**src/hw/rtl/stkt_pkg.sv**
```systemverilog
// Constants, lookup tables and types for the serial-to-keystroke translator.
// Used by serial_to_keystroke_translator; depends on nothing else.

package stkt_pkg;

    // Escape-sequence buffer depth; a run of digits flushes one entry short of it
    localparam int SEQ_BUFFER_DEPTH = 8;
    localparam int BUF_AW           = $clog2(SEQ_BUFFER_DEPTH);
    localparam int NUM_SEQ          = 20;
    localparam int SEQ_IDX_W        = $clog2(NUM_SEQ);

    localparam logic [7:0] ESC_BYTE     = 8'h1b;
    localparam logic [7:0] CSI_BYTE     = 8'h5b;  // '['
    localparam logic [7:0] SEMI_BYTE    = 8'h3b;  // ';'
    localparam logic [7:0] DIGIT_LO     = 8'h30;  // '0'
    localparam logic [7:0] DIGIT_HI     = 8'h39;  // '9'
    localparam logic [7:0] RELEASE_MASK = 8'h80;

    // One known VT sequence: ESC '[' then up to three tail bytes
    typedef struct packed {
        logic [7:0] key;
        logic [2:0] len;
        logic [7:0] tail0;
        logic [7:0] tail1;
        logic [7:0] tail2;
    } vt_seq_t;

    localparam vt_seq_t VT_SEQS [NUM_SEQ] = '{
        '{8'h3b, 3'd3, 8'h44, 8'h00, 8'h00},  // ESC [ D
        '{8'h3c, 3'd3, 8'h41, 8'h00, 8'h00},  // ESC [ A
        '{8'h3d, 3'd3, 8'h43, 8'h00, 8'h00},  // ESC [ C
        '{8'h3e, 3'd3, 8'h42, 8'h00, 8'h00},  // ESC [ B
        '{8'h36, 3'd3, 8'h48, 8'h00, 8'h00},  // ESC [ H
        '{8'h37, 3'd4, 8'h33, 8'h7e, 8'h00},  // ESC [ 3 ~
        '{8'h38, 3'd4, 8'h36, 8'h7e, 8'h00},  // ESC [ 6 ~
        '{8'h39, 3'd4, 8'h35, 8'h7e, 8'h00},  // ESC [ 5 ~
        '{8'h3f, 3'd3, 8'h46, 8'h00, 8'h00},  // ESC [ F
        '{8'h63, 3'd5, 8'h31, 8'h31, 8'h7e},  // ESC [ 1 1 ~
        '{8'h64, 3'd5, 8'h31, 8'h32, 8'h7e},
        '{8'h65, 3'd5, 8'h31, 8'h33, 8'h7e},
        '{8'h66, 3'd5, 8'h31, 8'h34, 8'h7e},
        '{8'h67, 3'd5, 8'h31, 8'h35, 8'h7e},
        '{8'h68, 3'd5, 8'h31, 8'h37, 8'h7e},
        '{8'h69, 3'd5, 8'h31, 8'h38, 8'h7e},
        '{8'h6a, 3'd5, 8'h31, 8'h39, 8'h7e},
        '{8'h6b, 3'd5, 8'h32, 8'h30, 8'h7e},
        '{8'h6c, 3'd5, 8'h32, 8'h31, 8'h7e},
        '{8'h5e, 3'd4, 8'h32, 8'h7e, 8'h00}   // ESC [ 2 ~
    };

    // Plain character map: modifier in the upper byte, key in the lower byte
    localparam logic [15:0] PLAIN_MAP [128] = '{
        16'h0000, 16'h711e, 16'h712e, 16'h712c, 16'h7120, 16'h7113, 16'h7121, 16'h7122,
        16'h000f, 16'h0010, 16'h7124, 16'h7125, 16'h7126, 16'h001d, 16'h712f, 16'h7119,
        16'h711a, 16'h7111, 16'h7114, 16'h711f, 16'h7115, 16'h7117, 16'h712d, 16'h7112,
        16'h712b, 16'h7116, 16'h712a, 16'h0001, 16'h710e, 16'h7129, 16'h710d, 16'h7134,
        16'h0035, 16'h7002, 16'h7003, 16'h7004, 16'h7005, 16'h7006, 16'h7007, 16'h7008,
        16'h7009, 16'h700a, 16'h7028, 16'h7027, 16'h0031, 16'h000c, 16'h0032, 16'h0033,
        16'h000b, 16'h0002, 16'h0003, 16'h0004, 16'h0005, 16'h0006, 16'h0007, 16'h0008,
        16'h0009, 16'h000a, 16'h0028, 16'h0027, 16'h7031, 16'h700c, 16'h7032, 16'h7033,
        16'h001b, 16'h701e, 16'h702e, 16'h702c, 16'h7020, 16'h7013, 16'h7021, 16'h7022,
        16'h7023, 16'h7018, 16'h7024, 16'h7025, 16'h7026, 16'h7030, 16'h702f, 16'h7019,
        16'h701a, 16'h7011, 16'h7014, 16'h701f, 16'h7015, 16'h7017, 16'h702d, 16'h7012,
        16'h702b, 16'h7016, 16'h702a, 16'h001c, 16'h000e, 16'h0029, 16'h000d, 16'h7034,
        16'h701b, 16'h001e, 16'h002e, 16'h002c, 16'h0020, 16'h0013, 16'h0021, 16'h0022,
        16'h0023, 16'h0018, 16'h0024, 16'h0025, 16'h0026, 16'h0030, 16'h002f, 16'h0019,
        16'h001a, 16'h0011, 16'h0014, 16'h001f, 16'h0015, 16'h0017, 16'h002d, 16'h0012,
        16'h002b, 16'h0016, 16'h002a, 16'h701c, 16'h700e, 16'h7029, 16'h700d, 16'h0037
    };

endpackage

```
**src/hw/rtl/serial_to_keystroke_translator.sv**
```systemverilog
// Serial-to-keystroke translator: received bytes in, keyboard scancodes out.
// Depends on stkt_pkg for the character map, the VT sequence list and constants.
//
// Usage:
//   s_ channel takes one received byte per request (s_tdata). m_ channel gives
//   scancodes (m_tdata, bit 7 set = release); m_tlast marks the final scancode
//   caused by one input byte. A byte that causes no scancode gives no request.
//   The block takes one byte at a time: s_tready is high only while idle.
//   A plain byte steps through the press/release phases, then a drain of the
//   held code. A finished escape sequence first walks the 20-entry VT list through
//   one shared compare unit, one entry per cycle, then emits; a flush of the
//   buffer loads each buffered byte in turn and steps through its press/release
//   phases; the longest flush is of seven bytes, after a failed match.
//   Scancodes pass through a one-entry staging register and a registered output,
//   so the last flag is known before a scancode leaves. When m_tready is low the
//   emitter holds and resumes without loss.
//   Reset clears the escape buffer count, the sequencer and the output valid.

module serial_to_keystroke_translator (
    input  logic       aclk,
    input  logic       aresetn,
    input  logic       s_tvalid,
    output logic       s_tready,
    input  logic [7:0] s_tdata,   // [7:0] rx_byte
    output logic       m_tvalid,
    input  logic       m_tready,
    output logic [7:0] m_tdata,   // [7:0] scan_code
    output logic       m_tlast
);

    typedef enum logic [2:0] {
        ST_IDLE,
        ST_MATCH,
        ST_LOAD,
        ST_EMIT,
        ST_FINISH
    } state_t;

    localparam int AW = stkt_pkg::BUF_AW;
    localparam int SW = stkt_pkg::SEQ_IDX_W;
    localparam logic [AW-1:0] FLUSH_LEVEL = AW'(stkt_pkg::SEQ_BUFFER_DEPTH - 1);
    localparam logic [SW-1:0] SEQ_LAST    = SW'(stkt_pkg::NUM_SEQ - 1);

    state_t          state_reg, state_next;
    logic [AW-1:0]   cnt_reg, cnt_next;
    logic [AW-1:0]   idx_reg, idx_next;
    logic [SW-1:0]   seq_reg, seq_next;
    logic [15:0]     kc_reg, kc_next;
    logic [1:0]      phase_reg, phase_next;
    logic            flushing_reg, flushing_next;
    logic            stage_valid_reg, stage_valid_next;
    logic [7:0]      stage_code_reg, stage_code_next;
    logic            out_valid_reg, out_valid_next;
    logic [7:0]      out_code_reg, out_code_next;
    logic            out_last_reg, out_last_next;

    logic [7:0]      buf_mem [stkt_pkg::SEQ_BUFFER_DEPTH];
    logic            buf_we;

    logic            out_free;
    logic            gen_ok;
    logic [7:0]      mod_code;
    logic [7:0]      key_code;
    logic [7:0]      phase_code;
    logic            phase_has;
    logic            is_digit;
    logic [AW-1:0]   cnt_inc;
    stkt_pkg::vt_seq_t cur_seq;
    logic            seq_hit;

    assign s_tready = (state_reg == ST_IDLE);
    assign m_tvalid = out_valid_reg;
    assign m_tdata  = out_code_reg;
    assign m_tlast  = out_last_reg;

    assign out_free = !out_valid_reg || m_tready;
    assign gen_ok   = !stage_valid_reg || out_free;
    assign mod_code = kc_reg[15:8];
    assign key_code = kc_reg[7:0];
    assign is_digit = ((s_tdata >= stkt_pkg::DIGIT_LO) && (s_tdata <= stkt_pkg::DIGIT_HI))
                      || (s_tdata == stkt_pkg::SEMI_BYTE);
    assign cnt_inc  = cnt_reg + AW'(1);

    // Shared compare unit: one VT entry against the buffered tail per cycle
    assign cur_seq = stkt_pkg::VT_SEQS[seq_reg];
    assign seq_hit = (cur_seq.len == 3'(cnt_reg))
                     && (buf_mem[2] == cur_seq.tail0)
                     && ((cur_seq.len < 3'd4) || (buf_mem[3] == cur_seq.tail1))
                     && ((cur_seq.len < 3'd5) || (buf_mem[4] == cur_seq.tail2));

    // Select the code of the current press/release phase
    always_comb begin
        unique case (phase_reg)
            2'd0: begin
                phase_code = mod_code;
                phase_has  = (mod_code != 8'h00);
            end
            2'd1: begin
                phase_code = key_code;
                phase_has  = 1'b1;
            end
            2'd2: begin
                phase_code = key_code | stkt_pkg::RELEASE_MASK;
                phase_has  = 1'b1;
            end
            default: begin
                phase_code = mod_code | stkt_pkg::RELEASE_MASK;
                phase_has  = (mod_code != 8'h00);
            end
        endcase
    end

    // Sequencer next-state logic
    always_comb begin
        state_next       = state_reg;
        cnt_next         = cnt_reg;
        idx_next         = idx_reg;
        seq_next         = seq_reg;
        kc_next          = kc_reg;
        phase_next       = phase_reg;
        flushing_next    = flushing_reg;
        stage_valid_next = stage_valid_reg;
        stage_code_next  = stage_code_reg;
        out_valid_next   = out_valid_reg && !m_tready;
        out_code_next    = out_code_reg;
        out_last_next    = out_last_reg;
        buf_we           = 1'b0;

        unique case (state_reg)
            ST_IDLE: begin
                if (s_tvalid) begin
                    phase_next    = 2'd0;
                    flushing_next = 1'b0;
                    idx_next      = '0;
                    seq_next      = '0;
                    if (cnt_reg == '0) begin
                        if (s_tdata == stkt_pkg::ESC_BYTE) begin
                            buf_we     = 1'b1;
                            cnt_next   = cnt_inc;
                            state_next = ST_FINISH;
                        end else begin
                            kc_next    = stkt_pkg::PLAIN_MAP[s_tdata[6:0]];
                            state_next = ST_EMIT;
                        end
                    end else if (cnt_reg == AW'(1)) begin
                        buf_we   = 1'b1;
                        cnt_next = cnt_inc;
                        if (s_tdata != stkt_pkg::CSI_BYTE) begin
                            flushing_next = 1'b1;
                            state_next    = ST_LOAD;
                        end else begin
                            state_next = ST_FINISH;
                        end
                    end else begin
                        buf_we   = 1'b1;
                        cnt_next = cnt_inc;
                        if (is_digit) begin
                            if (cnt_inc >= FLUSH_LEVEL) begin
                                flushing_next = 1'b1;
                                state_next    = ST_LOAD;
                            end else begin
                                state_next = ST_FINISH;
                            end
                        end else begin
                            state_next = ST_MATCH;
                        end
                    end
                end
            end

            ST_MATCH: begin
                if (seq_hit) begin
                    kc_next    = {8'h00, cur_seq.key};
                    phase_next = 2'd0;
                    cnt_next   = '0;
                    state_next = ST_EMIT;
                end else if (seq_reg == SEQ_LAST) begin
                    flushing_next = 1'b1;
                    idx_next      = '0;
                    state_next    = ST_LOAD;
                end else begin
                    seq_next = seq_reg + SW'(1);
                end
            end

            // Fetch the next buffered byte's key, or close the flush
            ST_LOAD: begin
                if (idx_reg == cnt_reg) begin
                    cnt_next   = '0;
                    state_next = ST_FINISH;
                end else begin
                    kc_next    = stkt_pkg::PLAIN_MAP[buf_mem[idx_reg][6:0]];
                    idx_next   = idx_reg + AW'(1);
                    phase_next = 2'd0;
                    state_next = ST_EMIT;
                end
            end

            // Step through press/release phases; push codes through the stage
            ST_EMIT: begin
                if (kc_reg == 16'h0000) begin
                    state_next = flushing_reg ? ST_LOAD : ST_FINISH;
                end else if (!phase_has || gen_ok) begin
                    if (phase_has) begin
                        if (stage_valid_reg) begin
                            out_valid_next = 1'b1;
                            out_code_next  = stage_code_reg;
                            out_last_next  = 1'b0;
                        end
                        stage_valid_next = 1'b1;
                        stage_code_next  = phase_code;
                    end
                    phase_next = phase_reg + 2'd1;
                    if (phase_reg == 2'd3) begin
                        state_next = flushing_reg ? ST_LOAD : ST_FINISH;
                    end
                end
            end

            // Drain the held code with the last flag
            ST_FINISH: begin
                if (!stage_valid_reg) begin
                    state_next = ST_IDLE;
                end else if (out_free) begin
                    out_valid_next   = 1'b1;
                    out_code_next    = stage_code_reg;
                    out_last_next    = 1'b1;
                    stage_valid_next = 1'b0;
                    state_next       = ST_IDLE;
                end
            end

            default: begin
                state_next = ST_IDLE;
            end
        endcase
    end

    // Hold sequencer state and registered outputs
    always_ff @(posedge aclk) begin
        if (!aresetn) begin
            state_reg       <= ST_IDLE;
            cnt_reg         <= '0;
            flushing_reg    <= 1'b0;
            stage_valid_reg <= 1'b0;
            out_valid_reg   <= 1'b0;
        end else begin
            state_reg       <= state_next;
            cnt_reg         <= cnt_next;
            flushing_reg    <= flushing_next;
            stage_valid_reg <= stage_valid_next;
            out_valid_reg   <= out_valid_next;
        end
        idx_reg        <= idx_next;
        seq_reg        <= seq_next;
        kc_reg         <= kc_next;
        phase_reg      <= phase_next;
        stage_code_reg <= stage_code_next;
        out_code_reg   <= out_code_next;
        out_last_reg   <= out_last_next;
    end

    // Escape buffer: write the accepted byte at the fill position
    always_ff @(posedge aclk) begin
        if (buf_we) begin
            buf_mem[cnt_reg] <= s_tdata;
        end
    end

endmodule

```
**config.mk**
```make
export PLATFORM = sky130hd
export DESIGN_NAME = serial_to_keystroke_translator
export DESIGN_NICKNAME = d
export VERILOG_FILES = /design/src/hw/rtl/stkt_pkg.sv /design/src/hw/rtl/serial_to_keystroke_translator.sv
export SDC_FILE = /design/constraint.sdc
export NUM_CORES = 1
export LEC_CHECK = 0
export BUFFER_PORTS_ARGS = -buffer_cell sky130_fd_sc_hd__buf_2
export CAP_MARGIN = 30
export CORE_UTILIZATION = 40
export DETAILED_ROUTE_END_ITERATION = 16
export PLACE_DENSITY = 0.6
export SYNTH_ARGS = -nofsm -noshare
export SYNTH_HDL_FRONTEND = slang
export SYNTH_SLANG_ARGS = --single-unit
```
**constraint.sdc**
```tcl
create_clock -name aclk -period 4.7 [get_ports aclk]
set_clock_uncertainty 0.2 [all_clocks]
set_input_delay 0.235 -clock aclk [delete_from_list [all_inputs] [get_ports aclk]]
set_output_delay 0.235 -clock aclk [all_outputs]
set_load 0.05 [all_outputs]
```
# Word level (Yosys, flattened, before mapping)
# Memory sizes are Yosys's and may differ from the RTL's. A register that Yosys moved wholly into a read port is not among the register bits.
# Cells that the tools add are included.
# totals
regBits,52
mem_bits_rw,64
romBits,5216
in_bits,12
wordCells,199
memories,4
# op_classes
add_sub_neg,4
magnitude_cmp,8
eq_ne,37
mux,95
bitwise_logic,4
n_reduce_logical,35
# memory_table
memory,depth,width,read_ports,rd_ports_with_merged_regs,write_ports,line_no,text
(no name shown),128,16,1,0,0,serial_to_keystroke_translator.sv:192,kc_next = stkt_pkg::PLAIN_MAP[buf_mem[idx_reg][6:0]];
(no name shown),128,16,1,0,0,serial_to_keystroke_translator.sv:142,kc_next = stkt_pkg::PLAIN_MAP[s_tdata[6:0]];
(no name shown),32,35,1,0,0,serial_to_keystroke_translator.sv:85,assign cur_seq = stkt_pkg::VT_SEQS[seq_reg];
buf_mem,8,8,4,1,1,serial_to_keystroke_translator.sv:57,logic [7:0] buf_mem [stkt_pkg::SEQ_BUFFER_DEPTH];
# op_table
operator,n
2-to-1 mux 16 bit,9
2-to-1 mux 3 bit,26
2-to-1 mux 35 bit,2
2-to-1 mux 8 bit,6
case mux 16 bit (3 select lines),1
2-to-1 mux 1 bit,32
"inequality test 2 bit, second input constant",14
equality test 8 bit,3
case mux 8 bit (3 select lines),1
case mux 3 bit (3 select lines),2
"greater-or-equal comparator 8 bit, second input constant",2
zero test 16 bit,1
inverter 7 -> 8 bit,2
case mux 8 bit (2 select lines),1
AND reduction 4 bit,4
2-to-1 mux 5 bit,3
case mux 3 bit (5 select lines),1
AND reduction 5 bit,3
"inequality test 3 bit, second input constant",4
AND reduction 6 bit,2
2-to-1 mux 2 bit,5
case mux 5 bit (2 select lines),1
"equality test 8 x 5 -> 1 bit, second input constant",1
"equality test 8 x 6 -> 1 bit, second input constant",1
other kinds (33),56

# Logic depth before layout (Yosys ltp)
# logic_depth
ltp_word,11
depth_mapped,14

# Least setup slack after synthesis
# OpenSTA, ideal clock, no wires.
# synth_timing
path_kind,flip-flop to flip-flop
start,reg seq_reg[0]
end,reg kc_reg[0] (enable)
arrival_ps,3004
required_ps,4113
path_slack_ps,1109
stages_incl_launch_ff,10
path_cell_list,edfxtp_1 > inv_1 > ha_1 > or4b_1 > o211ai_1 > xnor2_1 > a41oi_1 > nor4_2 > nor2_1 > nor3_1
# synth_between
elab_chain_cells,10
# synth_rtl
item,line_no,text
"start, declared",serial_to_keystroke_translator.sv:47,"logic [SW-1:0] seq_reg, seq_next;"
"start signal, assigned",serial_to_keystroke_translator.sv:255,seq_reg <= seq_next;
inverter 5 -> 6 bit (not written as such) (*),serial_to_keystroke_translator.sv:85,
memory (32 x 35 bit) (*),--,
2-to-1 mux 35 bit (not written as such) (*) (2 in a row),serial_to_keystroke_translator.sv:85,
less-than comparator 3 bit (tied with other cells),serial_to_keystroke_translator.sv:88,&& ((cur_seq.len < 3'd4) || (buf_mem[3] == cur_seq.tail1))
logical OR 1 bit or logical AND 1 bit (tied branches),"serial_to_keystroke_translator.sv:88, serial_to_keystroke_translator.sv:87",
logical AND 1 bit,serial_to_keystroke_translator.sv:88,
logical AND 1 bit (*),serial_to_keystroke_translator.sv:89,&& ((cur_seq.len < 3'd5) || (buf_mem[4] == cur_seq.tail2));
inequality test 2 bit (no line) (*),--,
AND reduction 6 bit (no line) (*),--,
"end signal, assigned",serial_to_keystroke_translator.sv:256,kc_reg <= kc_next;
"end, declared",serial_to_keystroke_translator.sv:48,"logic [15:0] kc_reg, kc_next;"
# Mark *: on every way between the ends. The rest lies on a longest branch, timed or not. The select of a mux whose other input is x is not followed.
# A chain may end at the register's enable or synchronous reset.

==> metrics.csv <==
stage,metric,value,unit
finish,Fillers,1778,
finish,share of post-route cells with drive strength above 1,0.1122,
placed_design,number of I/O port buffers,22,
die,Die Y,139.7,um
pwr,total internal power,2.633,mW
die,Die X,139.7,um
critical_path,critical path data arrival time,3670,ps
grt,M1 GR Usage,0.3095,
placed_design,placed cell count,1014,
drt,number of remaining DRC errors,0,
critical_path,combined buffer and inverter count along the critical path,0,
die,top-level port count,23,
logic_synthesis,average cell area after synthesis,9.428,sq um
logic_synthesis,total number of yosys warnings,0,
critical_path,CP max stage delay,880,ps
die,standard cell core area,18270,sq um
logic_synthesis,number of enable-type register cells in the synthesized netlist,95,
die,number of standard-cell rows in the floorplan,49,
logic_synthesis,summed instance area of the synthesized netlist,7580,sq um
logic_synthesis,top post-synthesis cells by area,"sky130_fd_sc_hd__edfxtp_1, sky130_fd_sc_hd__ha_1, sky130_fd_sc_hd__nand2_1",
drt,first-pass detailed-route iteration total,5,
finish,most frequent standard cell in the layout excluding fill and tap cells,sky130_fd_sc_hd__edfxtp_1,
logic_synthesis,Post-Syn Nets,852,
critical_path,required time of the worst setup path,4590,ps
drt,drt wl/cell,19.60,um
grt,met2 Resource Use GR,0.3129,
critical_path,ordered list of cells on the worst path,mux4_2 -> mux2i_4 -> ha_1 -> nor4_1 -> a31oi_1 -> o22a_1 -> a31oi_1 -> o21ai_1,
logic_synthesis,share of synthesized registers carrying an async set or reset,0,
pwr,net switching power,2.317,mW
critical_path,peak fanout along the critical path,15,
placed_design,HPWL reported at the end of detailed placement,14380,um
logic_synthesis,Post-synth top flop,sky130_fd_sc_hd__edfxtp_1,
clocking,clock tree from TritonCTS,built,
sta,RSZ-0062 raised after global routing,false,
sta,slew at the pin closest to its max-slew limit,864.3,ps
grt,GRT Total Usage,0.2118,
clocking,Clock Path Buffers,2,
sta,final period utilization,0.8026,
logic_synthesis,top cell type's share of synthesized area,0.3764,
sta,clock period minus final worst setup slack,3772,ps
pwr,sequential share of power,0.300,
clocking,Worst-Skew Late Latency,360,ps
pwr,Max IR drop VDD,0.2756,mV
drt,antenna-violating nets left,0,
placed_design,placer congestion estimate,0.9361,
die,Die Outline Area,19500,sq um
finish,"flip-flop count of the largest register, all copies and words added",59,
logic_synthesis,register bit count reported by yosys,107,
drt,number of vias per cell,6.017,
grt,via count of the first global-routing pass,5592,
critical_path,CP max-delay cell,sky130_fd_sc_hd__dfxtp_1,
grt,largest net degree at the start of global routing,54,
clocking,number of clock buffers inserted by TritonCTS,9,
outcome,outcome,finished clean,
drt,via count of the routed design,6204,
pwr,leakage power,2.850,nW
logic_synthesis,sequential fraction of the synthesis area,0.4081,
finish,most frequent cells in the layout,"sky130_fd_sc_hd__edfxtp_1, sky130_fd_sc_hd__nand2_1, sky130_fd_sc_hd__nor2_1",
critical_path,Worst Setup End Kind,register,
grt,peak-usage layer in the global routing report,met2,
clocking,register clock-pin slew on the reported worst setup and hold paths,70,ps
clocking,number of sinks handled by clock tree synthesis,107,
finish,diodes inserted,0,
critical_path,Critical Path Source Type,register,
grt,global-route met3 utilization,0.05058,
clocking,deepest level of the CTS H-tree,3,
sta,Final Hold Viols,0,
finish,layout-stage area growth over the synthesis result,6.983,%
finish,multi-input gate area in the final layout,4114,sq um
sta,Setup Total Neg Slack,0,ps
pwr,combinational group share of total power,0.554,
pwr,fraction of power consumed by the clock network,0.146,
logic_synthesis,count of distinct cell types in the synthesized netlist,78,
finish,"count of placed standard cells in the final layout, fillers left out",1031,
worst_hold_path,class of the most critical hold timing path,input pin to register,
finish,Reg area,3093,sq um
sta,relative max-transition margin,0.4230,
sta,Max Slew Vio Count,0,
drt,number of violations reported at the end of detailed-routing iteration 0,834,
pwr,net switching share of the total power,0.4681,
clocking,library cell used as clock root buffer,sky130_fd_sc_hd__clkbuf_16,
drt,final wirelength,20210,um
critical_path,most prevalent standard cell on the critical path,sky130_fd_sc_hd__a31oi_1,
sta,setup-violating endpoint count in the final report,0,
finish,Total Nets Final,845,
grt,global-route wire length before repair,31910,um
critical_path,Crit path max-delay family,multiplexers,
placed_design,placement-stage cell area,7814,sq um
grt,grt total ovfl,0,
sta,Fmax achieved,0.2651,GHz
critical_path,critical path type,register to register,
grt,number of antenna violations at the first check in global routing,0,
pwr,power density over cell area,610.4,nW/um^2
finish,fin area,8109,sq um
logic_synthesis,cell accounting for the most synthesized area,sky130_fd_sc_hd__edfxtp_1,
logic_synthesis,synthesized instance count,804,
job,max-cap violations,0,
die,Initial Util,0.4149,
synthesized netlist by cell type, drive strengths merged, types with 8 or more instances:
cell and number:
xnor2 9, mux4 12, o21ai 66, inv 22, a21oi 52, or3 8
nand3 14, o211ai 14, nand2b 17, dfxtp 12, a31oi 15, and3 8
buf 23, edfxtp 95, o22ai 11, nand2 83, a211oi 19, nor2 74
nor4 9, ha 36, nor2b 19, mux2i 13, nor3 27, clkbuf 34
stage by stage:
step             util  hold WS [ps]  total power, mW  setup slack (ps)
5_1_grt        0.4438         8.468            5.290             563.3
3_5_place_dp   0.4277         204.5            4.186             887.3
3_3_place_gp   0.4277         200.6            4.206             980.2
4_1_cts        0.4438         4.808            4.914             873.0
2_1_floorplan       -         133.9            3.574              1109
6_report       0.4438         7.602            4.950             927.6
routing by layer:
layer / vias up / routed length, um
li1: 3015 / -
met1: 2933 / 9398
met5: - / 0
met4: 0 / 312
met3: 23 / 1578
met2: 233 / 8922
logic make-up (layout without fill, tap and decap cells):
logic type	after synthesis	after routing	synth area share
compound gates	242	242	0.2067
simple gates	292	292	0.1903
xor+xnor	14	14	0.01717
mux	32	32	0.06916
fa+ha+maj	36	36	0.05943
buf+inv	81	79	0.04919
flops	107	107	0.4081
worst paths after layout:
| kind | from | end | slack (ps) | cells after the start |
|---|---|---|---|---|
| setup / recovery | register | kc_reg[0] | 930 | 8 |
| hold / removal | s_tdata[7] | buf_mem[3][7] | 8 | 1 |
| setup reg to reg | register | kc_reg[0] | 930 | 8 |
| hold reg to reg | stage_code_reg[3] | m_tdata[3] | 220 | 0 |
final cells by class:
type | instances | area share
multi-input cells | 616 | 0.5073
flip-flops and latches | 107 | 0.3814
well taps | 229 | 0.03533
repair buffers | 39 | 0.02962
clock buffers | 9 | 0.02777
inverters | 24 | 0.01111
clock inverters | 7 | 0.007406
repair_timing:
item / 4_1_cts / 5_1_grt
buffers inserted: 0 / 0
hold buffers: 1 / 0
endpoints found under the hold margin: 3 / 0
resized for setup: 0 / 0
power groups by stage:
stage	logic [mW]	registers, mW	clock network [mW]
finish	2.74	1.48	0.723
CTS	2.70	1.48	0.735
global placement	2.71	1.50	0
global route	3.00	1.52	0.773
floorplan	2.23	1.34	0
detailed placement	2.68	1.50	0
Note: power is estimated with default switching activity, not from simulation.
